--- config.mk ---
export PLATFORM = sky130hd
export DESIGN_NAME = stereo_crossfeed_filter
export DESIGN_NICKNAME = d
export VERILOG_FILES = /design/src/rtl/scf_pkg.sv /design/src/rtl/scf_ctrl.sv /design/src/rtl/scf_datapath.sv /design/src/rtl/stereo_crossfeed_filter.sv
export SDC_FILE = /design/constraint.sdc
export NUM_CORES = 2
export LEC_CHECK = 0
export ABC_AREA = 1
export BUFFER_PORTS_ARGS = -buffer_cell sky130_fd_sc_hd__buf_2
export CAP_MARGIN = 5
export CELL_PAD_IN_SITES_DETAIL_PLACEMENT = 0
export CELL_PAD_IN_SITES_GLOBAL_PLACEMENT = 2
export CORE_ASPECT_RATIO = 2
export CORE_MARGIN = 2
export CORE_UTILIZATION = 36
export DETAILED_ROUTE_END_ITERATION = 16
export GPL_ROUTABILITY_DRIVEN = 0
export PLACE_DENSITY = 0.88
export SLEW_MARGIN = 5
export SYNTH_ARGS = -nofsm -noshare
export SYNTH_HDL_FRONTEND = slang
export SYNTH_SLANG_ARGS = --single-unit
export TNS_END_PERCENT = 5
--- constraint.sdc ---
create_clock -name clk -period 6.7 [get_ports clk]
set_clock_uncertainty 0.15 [all_clocks]
set_input_delay 0.67 -clock clk [delete_from_list [all_inputs] [get_ports clk]]
set_output_delay 0.67 -clock clk [all_outputs]
set_load 0.02 [all_outputs]
--- src/rtl/scf_pkg.sv ---
package scf_pkg;

  localparam int SAMPLE_BITS    = 24;
  localparam int COEF_FRAC_BITS = 16;
  localparam int CFG_W          = COEF_FRAC_BITS + 1;
  localparam int DIFF_W         = SAMPLE_BITS + 1;
  localparam int LP_W           = SAMPLE_BITS + 2;
  localparam int ERR_W          = SAMPLE_BITS + 3;
  localparam int ACC_W          = SAMPLE_BITS + 4;
  localparam int P1_W           = ERR_W + CFG_W + 1;
  localparam int P2_W           = LP_W + CFG_W + 1;
  localparam int IDX_W          = 2;

  localparam logic [IDX_W-1:0] REG_ENABLE = 2'd0;
  localparam logic [IDX_W-1:0] REG_AMOUNT = 2'd1;
  localparam logic [IDX_W-1:0] REG_COEF   = 2'd2;

  localparam logic [CFG_W-1:0] FRAC_ONE      = CFG_W'(1) << COEF_FRAC_BITS;
  localparam logic [CFG_W-1:0] AMOUNT_RESET  = CFG_W'(16384);
  localparam logic [CFG_W-1:0] COEF_RESET    = CFG_W'(5738);

  typedef logic signed [SAMPLE_BITS-1:0] sample_t;

  typedef struct packed {
    sample_t left_in;
    sample_t right_in;
  } in_item_t;

  typedef struct packed {
    sample_t left_out;
    sample_t right_out;
  } out_item_t;

  typedef struct packed {
    logic load_in;
    logic mul_err;
    logic upd_lp;
    logic load_out;
  } dp_cmd_t;

  function automatic logic [CFG_W-1:0] frac_clamp(input logic [CFG_W-1:0] v);
    frac_clamp = (v > FRAC_ONE) ? FRAC_ONE : v;
  endfunction

  function automatic sample_t sat_sample(input logic signed [ACC_W-1:0] x);
    logic top_same;
    top_same = (x[ACC_W-1:SAMPLE_BITS-1] == '0) || (x[ACC_W-1:SAMPLE_BITS-1] == '1);
    if (top_same) begin
      sat_sample = x[SAMPLE_BITS-1:0];
    end else if (x[ACC_W-1]) begin
      sat_sample = {1'b1, {(SAMPLE_BITS-1){1'b0}}};
    end else begin
      sat_sample = {1'b0, {(SAMPLE_BITS-1){1'b1}}};
    end
  endfunction

endpackage

--- src/rtl/scf_ctrl.sv ---
module scf_ctrl
  import scf_pkg::*;
(
  input  logic    clk,
  input  logic    rst_n,
  input  logic    in_valid,
  output logic    in_stall,
  output logic    out_valid,
  input  logic    out_stall,
  output dp_cmd_t cmd
);

  typedef enum logic [1:0] {
    ST_IDLE,
    ST_MUL,
    ST_UPD,
    ST_FIN
  } state_t;

  state_t state_r;
  state_t state_nxt;
  logic   out_valid_r;
  logic   out_valid_nxt;
  logic   out_free;
  logic   accept;

  assign out_free = !out_valid_r || !out_stall;
  assign in_stall = !((state_r == ST_IDLE) || ((state_r == ST_FIN) && out_free));
  assign accept   = in_valid && !in_stall;
  assign out_valid = out_valid_r;

  always_comb begin
    cmd           = '0;
    cmd.load_in   = accept;
    state_nxt     = state_r;
    out_valid_nxt = out_valid_r && out_stall;
    case (state_r)
      ST_IDLE: begin
        if (accept) begin
          state_nxt = ST_MUL;
        end
      end
      ST_MUL: begin
        cmd.mul_err = 1'b1;
        state_nxt   = ST_UPD;
      end
      ST_UPD: begin
        cmd.upd_lp = 1'b1;
        state_nxt  = ST_FIN;
      end
      ST_FIN: begin
        if (out_free) begin
          cmd.load_out  = 1'b1;
          out_valid_nxt = 1'b1;
          state_nxt     = accept ? ST_MUL : ST_IDLE;
        end
      end
      default: begin
        state_nxt = ST_IDLE;
      end
    endcase
  end

  always_ff @(posedge clk) begin
    if (!rst_n) begin
      state_r     <= ST_IDLE;
      out_valid_r <= 1'b0;
    end else begin
      state_r     <= state_nxt;
      out_valid_r <= out_valid_nxt;
    end
  end

endmodule

--- src/rtl/scf_datapath.sv ---
module scf_datapath
  import scf_pkg::*;
(
  input  logic             clk,
  input  logic             rst_n,
  input  logic             cfg_we,
  input  logic [IDX_W-1:0] cfg_index,
  input  logic [CFG_W-1:0] cfg_wdata,
  input  dp_cmd_t          cmd,
  input  in_item_t         in_data,
  output out_item_t        out_data
);

  logic                     enable_r;
  logic [CFG_W-1:0]         amount_r;
  logic [CFG_W-1:0]         coef_r;
  logic signed [LP_W-1:0]   lp_r;
  logic signed [LP_W-1:0]   lp_nxt;
  sample_t                  left_r;
  sample_t                  right_r;
  logic signed [DIFF_W-1:0] dsum_r;
  logic signed [DIFF_W-1:0] ddiff_r;
  logic signed [P1_W-1:0]   prod1_r;
  logic signed [P1_W-1:0]   prod1_nxt;
  logic signed [P2_W-1:0]   prod2_r;
  logic signed [P2_W-1:0]   prod2_nxt;
  out_item_t                out_r;
  out_item_t                out_nxt;

  logic signed [ERR_W-1:0]   err;
  logic signed [CFG_W:0]     coef_s;
  logic signed [CFG_W:0]     amount_s;
  logic signed [ERR_W-1:0]   lp_inc;
  logic signed [ERR_W-1:0]   lp_sum;
  logic signed [ACC_W-1:0]   side_cut;
  logic signed [ACC_W-1:0]   side_p;
  logic signed [ACC_W-1:0]   mix_l;
  logic signed [ACC_W-1:0]   mix_r;

  assign coef_s   = $signed({1'b0, frac_clamp(coef_r)});
  assign amount_s = $signed({1'b0, frac_clamp(amount_r)});

  assign err       = ERR_W'(ddiff_r) - ERR_W'(lp_r);
  assign prod1_nxt = P1_W'(err) * P1_W'(coef_s);

  assign lp_inc    = prod1_r[COEF_FRAC_BITS +: ERR_W];
  assign lp_sum    = ERR_W'(lp_r) + lp_inc;
  assign lp_nxt    = enable_r ? lp_sum[LP_W-1:0] : '0;
  assign prod2_nxt = P2_W'(lp_nxt) * P2_W'(amount_s);

  assign side_cut = prod2_r[COEF_FRAC_BITS +: ACC_W];
  assign side_p   = ACC_W'(ddiff_r) - side_cut;
  assign mix_l    = ACC_W'(dsum_r) + side_p;
  assign mix_r    = ACC_W'(dsum_r) - side_p;

  always_comb begin
    if (enable_r) begin
      out_nxt.left_out  = sat_sample(mix_l >>> 1);
      out_nxt.right_out = sat_sample(mix_r >>> 1);
    end else begin
      out_nxt.left_out  = left_r;
      out_nxt.right_out = right_r;
    end
  end

  always_ff @(posedge clk) begin
    if (!rst_n) begin
      enable_r <= 1'b0;
      amount_r <= AMOUNT_RESET;
      coef_r   <= COEF_RESET;
    end else if (cfg_we) begin
      case (cfg_index)
        REG_ENABLE: enable_r <= cfg_wdata[0];
        REG_AMOUNT: amount_r <= cfg_wdata;
        REG_COEF:   coef_r   <= cfg_wdata;
        default:    ;
      endcase
    end
  end

  always_ff @(posedge clk) begin
    if (!rst_n) begin
      lp_r <= '0;
    end else if (cmd.upd_lp) begin
      lp_r <= lp_nxt;
    end
  end

  always_ff @(posedge clk) begin
    if (cmd.load_in) begin
      left_r  <= in_data.left_in;
      right_r <= in_data.right_in;
      dsum_r  <= DIFF_W'(in_data.left_in) + DIFF_W'(in_data.right_in);
      ddiff_r <= DIFF_W'(in_data.left_in) - DIFF_W'(in_data.right_in);
    end
    if (cmd.mul_err) begin
      prod1_r <= prod1_nxt;
    end
    if (cmd.upd_lp) begin
      prod2_r <= prod2_nxt;
    end
    if (cmd.load_out) begin
      out_r <= out_nxt;
    end
  end

  assign out_data = out_r;

endmodule

--- src/rtl/stereo_crossfeed_filter.sv ---
// Stereo crossfeed: one left/right pair per input beat, one processed pair per output beat.
// Each pair goes through the lowpass error multiply, then the state update with the amount
// multiply, then the mid/side recombination and saturation into the output register. A new pair
// is taken in the cycle its predecessor moves to the output register. With crossfeed disabled
// the pair passes unchanged with the same timing and the lowpass state is cleared.
module stereo_crossfeed_filter
  import scf_pkg::*;
(
  input  logic             clk,
  input  logic             rst_n,
  input  logic             cfg_we,
  input  logic [IDX_W-1:0] cfg_index,
  input  logic [CFG_W-1:0] cfg_wdata,
  input  logic             in_valid,
  output logic             in_stall,
  input  in_item_t         in_data,
  output logic             out_valid,
  input  logic             out_stall,
  output out_item_t        out_data
);

  dp_cmd_t cmd;

  scf_ctrl u_ctrl (
    .clk       (clk),
    .rst_n     (rst_n),
    .in_valid  (in_valid),
    .in_stall  (in_stall),
    .out_valid (out_valid),
    .out_stall (out_stall),
    .cmd       (cmd)
  );

  scf_datapath u_datapath (
    .clk       (clk),
    .rst_n     (rst_n),
    .cfg_we    (cfg_we),
    .cfg_index (cfg_index),
    .cfg_wdata (cfg_wdata),
    .cmd       (cmd),
    .in_data   (in_data),
    .out_data  (out_data)
  );

endmodule
== Yosys cells after proc, flatten, opt, wreduce, memory -nomap -nowiden ==
Cells that the tools add are included.
Widths: inputs -> output; s select.

* Input port bits: 72
* Logic and storage cells: 70
* Bits in registers: 296

* Reduce and logical (&&, ||, !) cells: 18
* $add $sub $neg: 7
* Magnitude comparators: 2
* Equality and inequality tests: 9
* Multipliers: 2
* Multiplexer cells: 18

{| class="wikitable"
|+ Operator list
! operator !! count
|-
| $mux 24 || 4
|-
| $sub 25x28->28 || 2
|-
| $mux 48 || 1
|-
| $mul 26x18->44 || 1
|-
| $mul 27x18->42 || 1
|-
| $gt 17x17->1 const B || 2
|-
| $mux 17 || 2
|-
| $add 25x28->28 || 1
|-
| $sub 25x26->27 || 1
|-
| $add 26x26->26 || 1
|-
| $mux 26 || 1
|-
| $add 24x24->25 || 1
|-
| $sub 24x24->25 || 1
|-
| $eq 5x5->1 const B || 2
|-
| $logic_not 5->1 || 2
|-
| $pmux 2 s4 || 1
|-
| $reduce_and 2->1 || 4
|-
| $mux 1 || 7
|-
| $eq 2x2->1 const B || 3
|-
| $eq 2x1->1 const B || 2
|-
| $logic_not 2->1 || 2
|-
| $logic_or 1x1->1 || 4
|-
| $mux 2 || 2
|-
| $ne 2x1->1 const B || 2
|-
| other kinds (2) || 6
|}

== Depth between registers and ports, before layout ==
* Depth in word-level cells: 8
* Mapped depth: 41
* Gate-level depth less buffers: 41

== Modules after synthesis ==
From an unflattened synthesis, not the netlist that was laid out.

* Cell total of the unflattened synthesis: 6461
* Area total of the unflattened synthesis: 51634.5 um^2

{| class="wikitable"
|+ Modules (own cells, without submodules)
! module !! area an instance (um^2) !! cells an instance !! instances
|-
| scf_datapath || 51388.0 || 6427 || 1
|-
| scf_ctrl || 246.5 || 34 || 1
|}

== Worst setup path after synthesis ==
No wires, ideal clock.

* Path kind: register to register
* Start: reg u_datapath.prod1_r[16]
* End: reg u_datapath.prod2_r[38], data pin
* Required time: 6.291 ns
* Arrival time: 6.961 ns
* Stages on the path, launching flop included: 40
* Setup time: 0.259 ns
* Setup slack: -0.669 ns
* Cell sequence: edfxtp_1 -> ha_1 -> fa_1 -> nand3_1 -> nand2_1 -> nand2_1 -> nand3_2 -> nand2_1 -> nand2_1 -> nand2_1 -> nand2_1 -> nand2_1 -> nand3_1 -> or2_1 -> buf_4 -> nand3_2 -> buf_6 -> nor2_1 -> [... 4 more ...] -> inv_1 -> fa_1 -> fa_1 -> inv_1 -> fa_1 -> inv_1 -> ha_1 -> nand2_1 -> nor2_1 -> inv_1 -> nor2_1 -> inv_1 -> nor4_1 -> a21oi_1 -> o21bai_1 -> nand2_1 -> nand2_1 -> xor2_1

* Cells in the longest elaborated chain, start to end: 3

{| class="wikitable"
|+ Ends and longest elaborated chain
! element !! RTL line !! RTL
|-
| start, declared || scf_datapath.sv:23 || <nowiki>logic signed [P1_W-1:0] prod1_r;</nowiki>
|-
| start signal, assigned || scf_datapath.sv:97 || <nowiki>prod1_r <= prod1_nxt;</nowiki>
|-
| $add 26x26->26 || scf_datapath.sv:47 || <nowiki>assign lp_sum = ERR_W'(lp_r) + lp_inc;</nowiki>
|-
| $mux 26 || scf_datapath.sv:48 || <nowiki>assign lp_nxt = enable_r ? lp_sum[LP_W-1:0] : '0;</nowiki>
|-
| $mul 26x18->44 || scf_datapath.sv:49 || <nowiki>assign prod2_nxt = P2_W'(lp_nxt) * P2_W'(amount_s);</nowiki>
|-
| via u_datapath.prod2_nxt[38] || scf_datapath.sv:26 || <nowiki>logic signed [P2_W-1:0] prod2_nxt;</nowiki>
|-
| end signal, assigned || scf_datapath.sv:100 || <nowiki>prod2_r <= prod2_nxt;</nowiki>
|-
| end, declared || scf_datapath.sv:25 || <nowiki>logic signed [P2_W-1:0] prod2_r;</nowiki>
|}

The timed path passes the listed nets, and every way through them passes these cells.
A chain may end at the register's enable or synchronous reset.

== Worst setup path in the final report ==
* Start: reg u_datapath.prod1_r[18]
* End: reg u_datapath.prod2_r[41], data pin

The elaborated chain is that of the path after synthesis.

==> impl_metrics.json <==
{
  "gr-usage-all-layers_pct": 28.8,
  "root_buffer": "clkbuf_16",
  "htreeDepth": 1,
  "reg2reg_depth": 31,
  "core_area_um2": 142000,
  "area_growth_pct": 27.5,
  "hold_start": "in_data[11]",
  "netlist.top_cell.by_area": "fa_1",
  "num_vias": 47500,
  "slew_headroom_pct": 24.4,
  "num_rows": 196,
  "rrSetupSlack_ns": -0.80,
  "dp_slack_ns": -1.55,
  "chipWidth_um": 271,
  "violations": "negative setup slack",
  "synthTopCellsByArea": "fa_1, edfxtp_1, inv_1",
  "num-fill-cells": 14200,
  "ys_warn_count": 0,
  "critPathTopFamily": "adder cells",
  "grt_pass1_wl_um": 310000,
  "first_iter_violations": 2661,
  "port_buffers": 121,
  "crit_fanout": 5,
  "fp.dieH_um": 539,
  "tightest_slew_ns": 1.13,
  "hpwlAfterDp_um": 182000,
  "grt_pass1_vias": 52300,
  "syn_avg_cell_area_um2": 7.91,
  "ys_ff_latch": 263,
  "crit_type": "flop to flop",
  "cap_violations": 0,
  "rr_startpoint": "u_datapath.prod1_r[18]",
  "wire_per_inst_um": 22.6,
  "period_minus_slack_ns": 7.50,
  "final.setup.worst_slack_ns": -0.799,
  "critPathArrivalTime_ns": 7.74,
  "cts.reportedPaths.clkPinSlew_ns": 0.07,
  "fmax_mhz": 133,
  "netlist_area_um2": 51500,
  "required_ns": 6.94,
  "die_area_um2": 146000,
  "slowest_stage": "fa_2",
  "synth_nets": 7826,
  "drive_gt1_share_pct": 24.2,
  "finalSetupViolations": 54,
  "min_path_type": "input port to flop",
  "start_util_pct": 36.2,
  "outcome": "complete, but fails checks",
  "synth_top_area_share_pct": 33.4,
  "grt_max_degree": 66,
  "drtAntennaViolNets": 0,
  "rr_endpoint": "u_datapath.prod2_r[41]",
  "antenna_found_initial": 5,
  "drc": 0,
  "hold_end": "u_datapath.right_r[11]",
  "cp_slowest_stage_delay_ns": 0.64,
  "whs_path_depth": 1,
  "tritoncts": "yes",
  "firstDrtPassIters": 8,
  "synth_cell_types": 59,
  "clockBufferDepth": 3,
  "drv_slew": 0,
  "startpoint_type": "flop",
  "ios": 122,
  "period_share_pct": 112,
  "globalRouteOverflowTotal": 0,
  "postSynthCellCount": 6509,
  "async_flop_share_pct": 0,
  "vias_per_cell": 5.08,
  "layout.nets": 8774,
  "routed_wl_um": 211000,
  "cts_buffers": 29,
  "insertion_delay_ns": 0.65,
  "multiInputGateArea_um2": 40000,
  "ys_seq_area_share_pct": 14.1,
  "end_kind": "flop",
  "critPathBufInv": 10,
  "rsz0062_at_grt": "true",
  "finalHoldViolations": 0,
  "synth-edff-count": 199,
  "synth_ff_type": "edfxtp_1",
  "seq_area_um2": 7290,
  "clock_sinks": 263
}
-- flip-flops by register name, indices dropped and copies added (netlist names) --
register / cells
u_ctrl.out_valid: 1
u_ctrl.state_r: 2
u_datapath.amount_r: 17
u_datapath.coef_r: 17
u_datapath.ddiff_r: 24
u_datapath.dsum_r: 25
u_datapath.enable_r: 1
u_datapath.left_r: 24
u_datapath.lp_r: 26
u_datapath.out_data: 48
u_datapath.prod1_r: 26
u_datapath.prod2_r: 28
u_datapath.right_r: 24
-- worst max-delay path by stage --
stage,from,depth (start not counted),to,slack (ns)
after global routing,u_datapath.prod1_r[32],31,u_datapath.prod2_r[42],-1.07
after CTS,u_datapath.dsum_r[0],33,u_datapath.prod1_r[30],-0.78
after global placement,u_datapath.prod1_r[16],33,u_datapath.prod2_r[36],-1.50
after floorplan,u_datapath.prod1_r[16],39,u_datapath.prod2_r[38],-0.40
after detailed placement,u_datapath.prod1_r[16],33,u_datapath.prod2_r[36],-1.55
final,u_datapath.prod1_r[18],31,u_datapath.prod2_r[41],-0.80
-- routing by layer --
layer / wire length, um / global-route usage [%]
met5: 20 / 0
met4: 28600 / 31.3
met1: 61000 / 24.3
met2: 113000 / 54.7
met3: 8990 / 3.31
-- cells by family after synthesis --
logic type      after synthesis  synth area share (%)
compound gates              708                  7.68
simple gates               2339                  18.9
flops                       263                  14.1
xor+xnor                    193                  3.28
buf+inv                    1761                  13.2
fa+ha+maj                  1245                  42.8
-- cells in the final DEF (no fill, tap or decap), drive strengths merged, types with 27 or more instances in the layout --
cell       n
xnor2     33
inv     1559
nand2   1143
edfxtp   199
or2       59
o21ai    207
ha       385
nand3    238
nor3      44
fa       860
o21bai    27
a21oi    377
dfxtp     64
xor2     160
nor2     763
buf     1101
clkbuf    35
nand4     53
-- final cells by class --
class	instances	share of cell area (%)
repair buffers	1101	13.7
flip-flops and latches	263	11.1
multi-input cells	4485	60.9
well taps	1881	3.58
diodes	2	0.00762
inverters	1577	9.07
clock inverters	19	0.436
clock buffers	35	1.20
-- per-stage QoR --
step	utilization, %	std cells	hold WS (ns)	setup TNS, ns	area, um2
after floorplan	-	6509	0.294	-31.41	51800
after global placement	43.4	9249	0.347	-54.88	61700
after detailed placement	43.4	9249	0.359	-56.28	61700
after CTS	45.3	9333	0.0729	-33.69	64400
after global routing	46.2	9362	0.0966	-46.96	65700
final	46.2	9363	0.104	-33.43	65700
-- repair_timing --
| item | CTS | global route |
|---|---|---|
| pin swaps | 103 | 116 |
| buffers inserted | 30 | 28 |
| hold buffers | 0 | 0 |
| resized for setup | 331 | 241 |
| setup endpoints to repair | 54 | 65 |
-- synth_stat cells, types with 22 or more instances --
cell type	instances
o21bai_1	27
nor2_1	745
inv_1	1541
xnor2_1	33
a21oi_2	27
a21oi_1	350
ha_1	385
fa_1	860
nor3_1	39
nand2_1	1131
o21ai_0	201
or2_2	50
nand4_1	53
clkbuf_1	111
edfxtp_1	199
buf_2	45
dfxtp_1	64
xor2_1	160
inv_2	22
nand3_1	221
Power is not shown: default switching activity piles up to over one toggle a cycle in this logic, so the estimate is an artifact.
